## config.mk

```make
export PLATFORM = sky130hd
export DESIGN_NAME = capkb_ram
export DESIGN_NICKNAME = d
export VERILOG_FILES = /design/src/design/capkb_ram.sv
export SDC_FILE = /design/constraint.sdc
export NUM_CORES = 1
export LEC_CHECK = 0
export ABC_AREA = 1
export ABC_CLOCK_PERIOD_IN_PS = 1600
export BUFFER_PORTS_ARGS = -buffer_cell sky130_fd_sc_hd__buf_2
export CORE_ASPECT_RATIO = 1.5
export CORE_UTILIZATION = 50
export DETAILED_ROUTE_END_ITERATION = 10
export PLACE_DENSITY = 0.74
export SYNTH_ARGS = -nofsm -noshare
export SYNTH_HDL_FRONTEND = slang
export SYNTH_SLANG_ARGS = --single-unit
export TNS_END_PERCENT = 30
```

## constraint.sdc

```tcl
create_clock -name clk -period 1.6 [get_ports clk]
set_clock_uncertainty 0.1 [all_clocks]
set_input_delay 0.16 -clock clk [delete_from_list [all_inputs] [get_ports clk]]
set_output_delay 0.16 -clock clk [all_outputs]
set_load 0.02 [all_outputs]
```

## src/design/capkb_ram.sv

```systemverilog
`timescale 1ns / 1ps
// Generic simple dual-port RAM: one write port, one read port, registered read.
// No dependencies.
module capkb_ram #(
  parameter int WIDTH = 8,
  parameter int DEPTH = 18
) (
  input  logic                                         clk,
  input  logic                                         we,
  input  logic [((DEPTH > 1) ? $clog2(DEPTH) : 1)-1:0] waddr,
  input  logic [WIDTH-1:0]                             wdata,
  input  logic                                         re,
  input  logic [((DEPTH > 1) ? $clog2(DEPTH) : 1)-1:0] raddr,
  output logic [WIDTH-1:0]                             rdata
);

  logic [WIDTH-1:0] mem [DEPTH];

  always_ff @(posedge clk) begin
    if (we) begin
      mem[waddr] <= wdata;
    end
    if (re) begin
      rdata <= mem[raddr];
    end
  end

endmodule

```

== Word-level counts from Yosys, hierarchy flattened ==
Memory sizes are Yosys's and may differ from the RTL's. A register that Yosys moved wholly into a read port is not among the register bits.
Cells that the tools add are included.
Storage, ports and cells
  flip-flop bits (word level): 0
  input bits: 21
  memories kept: 1
  memory bits (writable): 144
Memories
  mem: depth 18, bits a word 8, rd ports 1, clocked after Yosys merged registers in 1, write ports 1, RTL line 17  | logic [WIDTH-1:0] mem [DEPTH];
Cells by class
  mux-type cells: 2
Operators by type and width (number)
  $mux W1: 2

== Logic depth before layout (Yosys ltp) ==
  depth after elaboration: 2
  gate-level depth with buffers: 11
  depth with buffers taken out: 9

== Least setup slack after synthesis ==
No wires, ideal clock.
  path kind: input to register
  start point: input waddr[4] (netlist bit)
  end point: memory mem[4][0], enable pin
  setup slack: 0.358 ns
  library setup time: 0.370 ns
  required time: 1.130 ns
  stages on the path: 3
  data arrival time: 0.772 ns
  path through: inv_1 -> nand3_1 -> nor2_1
RTL lines
  from (decl): RTL line 10  | input logic [((DEPTH > 1) ? $clog2(DEPTH) : 1)-1:0] waddr,
  to (decl): RTL line 17
No word-level cell before the write port.

==> flow_metrics.py <==
metrics = {
    "power": {
        "leakage_nw": 3.28,
        "power.total_w": 0.00932,
        "p_per_area_nw_per_um2": 1220,
        "max-vdd-ir-drop_mv": 0.818,
    },
    "setup_path": {
        "r2r_setup_slack_ps": 200,
        "critical_path_class": "reg2reg",
        "r2r-start": "mem[11][2]",
        "crit_path_max_fanout": 1,
        "worst_ep_arrival_time_ps": 1480,
        "critPathCapture": "rdata[2]",
        "startpoint_type": "flop",
        "startpoint": "mem[11][2]",
        "cp.required_ps": 1670,
        "ff2ff_path_depth": 8,
        "worstSetupEndpointType": "flop",
        "timing.rr.end": "rdata[2]",
    },
    "global_routing": {
        "grt_pass1_vias": 4326,
        "grt_usage_pct": 22.2,
        "grt_max_degree": 43,
        "grt_pass1_wl_um": 21700,
        "gr-total-overflow": 0,
        "antenna_found_initial": 0,
    },
    "sta": {
        "min_period_over_period_pct": 87.7,
        "slew_viol_final": 0,
        "whs_ps": 86.9,
        "tightestPinTransition_ps": 595,
        "period_needed_ps": 1400,
        "fin_ws_ps": 196,
        "setup_tns_ps": 0,
        "setup_viol_count_final": 0,
        "rsz0062_at_grt": "no",
        "max_slew_margin_pct": 60.3,
        "max_clock_freq_ghz": 0.712,
        "hold_violations": 0,
    },
    "floorplan": {
        "rows": 50,
        "pin_count": 29,
        "die_y_um": 142,
        "design.core.area_um2": 12600,
        "initial_core_util_pct": 51.9,
        "dieArea_um2": 13600,
        "die_w_um": 95.5,
    },
    "synth": {
        "avgSynthCellArea_um2": 10.6,
        "ys_seq_elements": 152,
        "synth-seq-area-share_pct": 69.6,
        "netlist_instances": 616,
        "yosysTopAreaCellShare_pct": 69.6,
        "yosysUniqueCellTypes": 12,
        "ys_top_cells_by_area": "edfxtp_1, nand2_1, nand3_1",
        "netlist_area_um2": 6560,
        "yosysWarnings": 0,
        "yosys.area.top_type": "edfxtp_1",
        "syn-num-nets": 637,
    },
    "detailed_routing": {
        "vias": 4452,
        "dr.pass1.iters": 5,
        "drt-initial-drc-count": 451,
        "drt-total-wl_um": 13700,
        "drc": 0,
        "antenna_left": 0,
        "viasPerCell": 5.33,
        "wl_per_cell_um": 16.4,
    },
    "placement": {
        "gp_congestion": 0.883,
        "post_dp_cell_area_um2": 6990,
        "io_buffers": 28,
        "place_ws_ps": -9.97,
        "hpwl_um": 9010,
    },
    "cells_and_area": {
        "drive_above_1_share_pct": 13.3,
        "n_antenna_cell": 0,
        "finish.instance_area_um2": 7650,
        "num-nets-final": 688,
        "mostFrequentLayoutCells": "nand2_1, edfxtp_1, nand3_1, inv_1, nor2_1",
        "area_delta_synth_final_pct": 16.6,
        "final_common_cell": "nand2_1",
    },
    "clock_tree": {
        "clkTransAtPathRegs_ps": 60,
        "cts_setup_buffers": 0,
        "clock_latency_ps": 420,
        "clock-sinks": 152,
        "hold_buffers": 1,
        "h-tree-depth": 4,
        "clock_tree.buffer_depth": 2,
        "cts_tree": "done",
        "cts_inserted_buffers": 17,
        "cts_resized": 0,
        "cts_root_buf": "clkbuf_16",
    },
    "outcome": {
        "outcome": "finished clean",
    },
    "hold_path": {
        "hp-class": "in2reg",
    },
    "run": {
        "drv_cap": 0,
    },
}
cell usage after synthesis:
| library cell | count |
|---|---|
| edfxtp_1 | 152 |
| nand2_1 | 184 |
| buf_4 | 8 |
| clkbuf_1 | 2 |
| buf_6 | 8 |
| o21ai_0 | 8 |
| inv_2 | 1 |
| inv_8 | 1 |
| buf_2 | 9 |
| nor2_1 | 34 |
| inv_1 | 104 |
| nand3_1 | 105 |
layer usage:
layer / share of wire, % / vias up / global-route usage (%)
li1: - / 2100 / -
met1: 37 / 2088 / 26.5
met2: 51 / 233 / 37.2
met3: 7.8 / 31 / 5.61
met4: 3.8 / 0 / 10.8
met5: 0 / - / 0
worst max-delay path, stage by stage (launching register included):
cell	delay, ps
edfxtp_1	360
inv_1	70
nand2_1	40
nand3_1	90
nand3_1	100
nand3_1	190
nand2_1	80
nand2_1	80
nand2_1	50
registers in the layout, indices dropped and copies added, names as in the netlist:
signal	flops
mem	144
rdata	8
area by class of cell:
| class | count | area [µm²] |
|---|---|---|
| timing repair buffer | 59 | 450 |
| sequential | 152 | 4560 |
| fill | 979 | 4990 |
| tap | 156 | 195 |
| clock inverter | 14 | 221 |
| multi-input combinational | 331 | 1380 |
| clock buffer | 17 | 425 |
| inverter | 106 | 405 |
logic make-up after synthesis:
| family | count (synthesis) | share of synthesized area, % |
|---|---|---|
| compound gates | 8 | 0.611 |
| buf+inv | 133 | 9.27 |
| flops | 152 | 69.6 |
| simple gates | 323 | 20.5 |
metrics by stage:
step / cells / utilization, %
after floorplan: 616 / -
after global placement: 803 / 55.3
after detailed placement: 803 / 55.3
after CTS: 835 / 60.5
after global routing: 835 / 60.5
final: 835 / 60.5
power breakdown:
part           internal, W  total, W  switching [W]
Combinational     0.000173  0.000555       0.000382
Clock              0.00277   0.00431        0.00153
Sequential         0.00445   0.00446      0.0000137
Total              0.00740   0.00932        0.00193
how the worst min path moves through the flow:
stage | from | to | slack [ps] | depth (start not counted)
4_1_cts | wdata[2] | mem[14][2] | 70 | 1
3_5_place_dp | re | rdata[7] | 420 | 1
6_report | wdata[2] | mem[14][2] | 90 | 1
5_1_grt | wdata[4] | mem[16][4] | 70 | 1
3_3_place_gp | re | rdata[1] | 420 | 1
2_1_floorplan | wdata[0] | mem[0][0] | 160 | 0
Power figures use the tool's default switching activity.
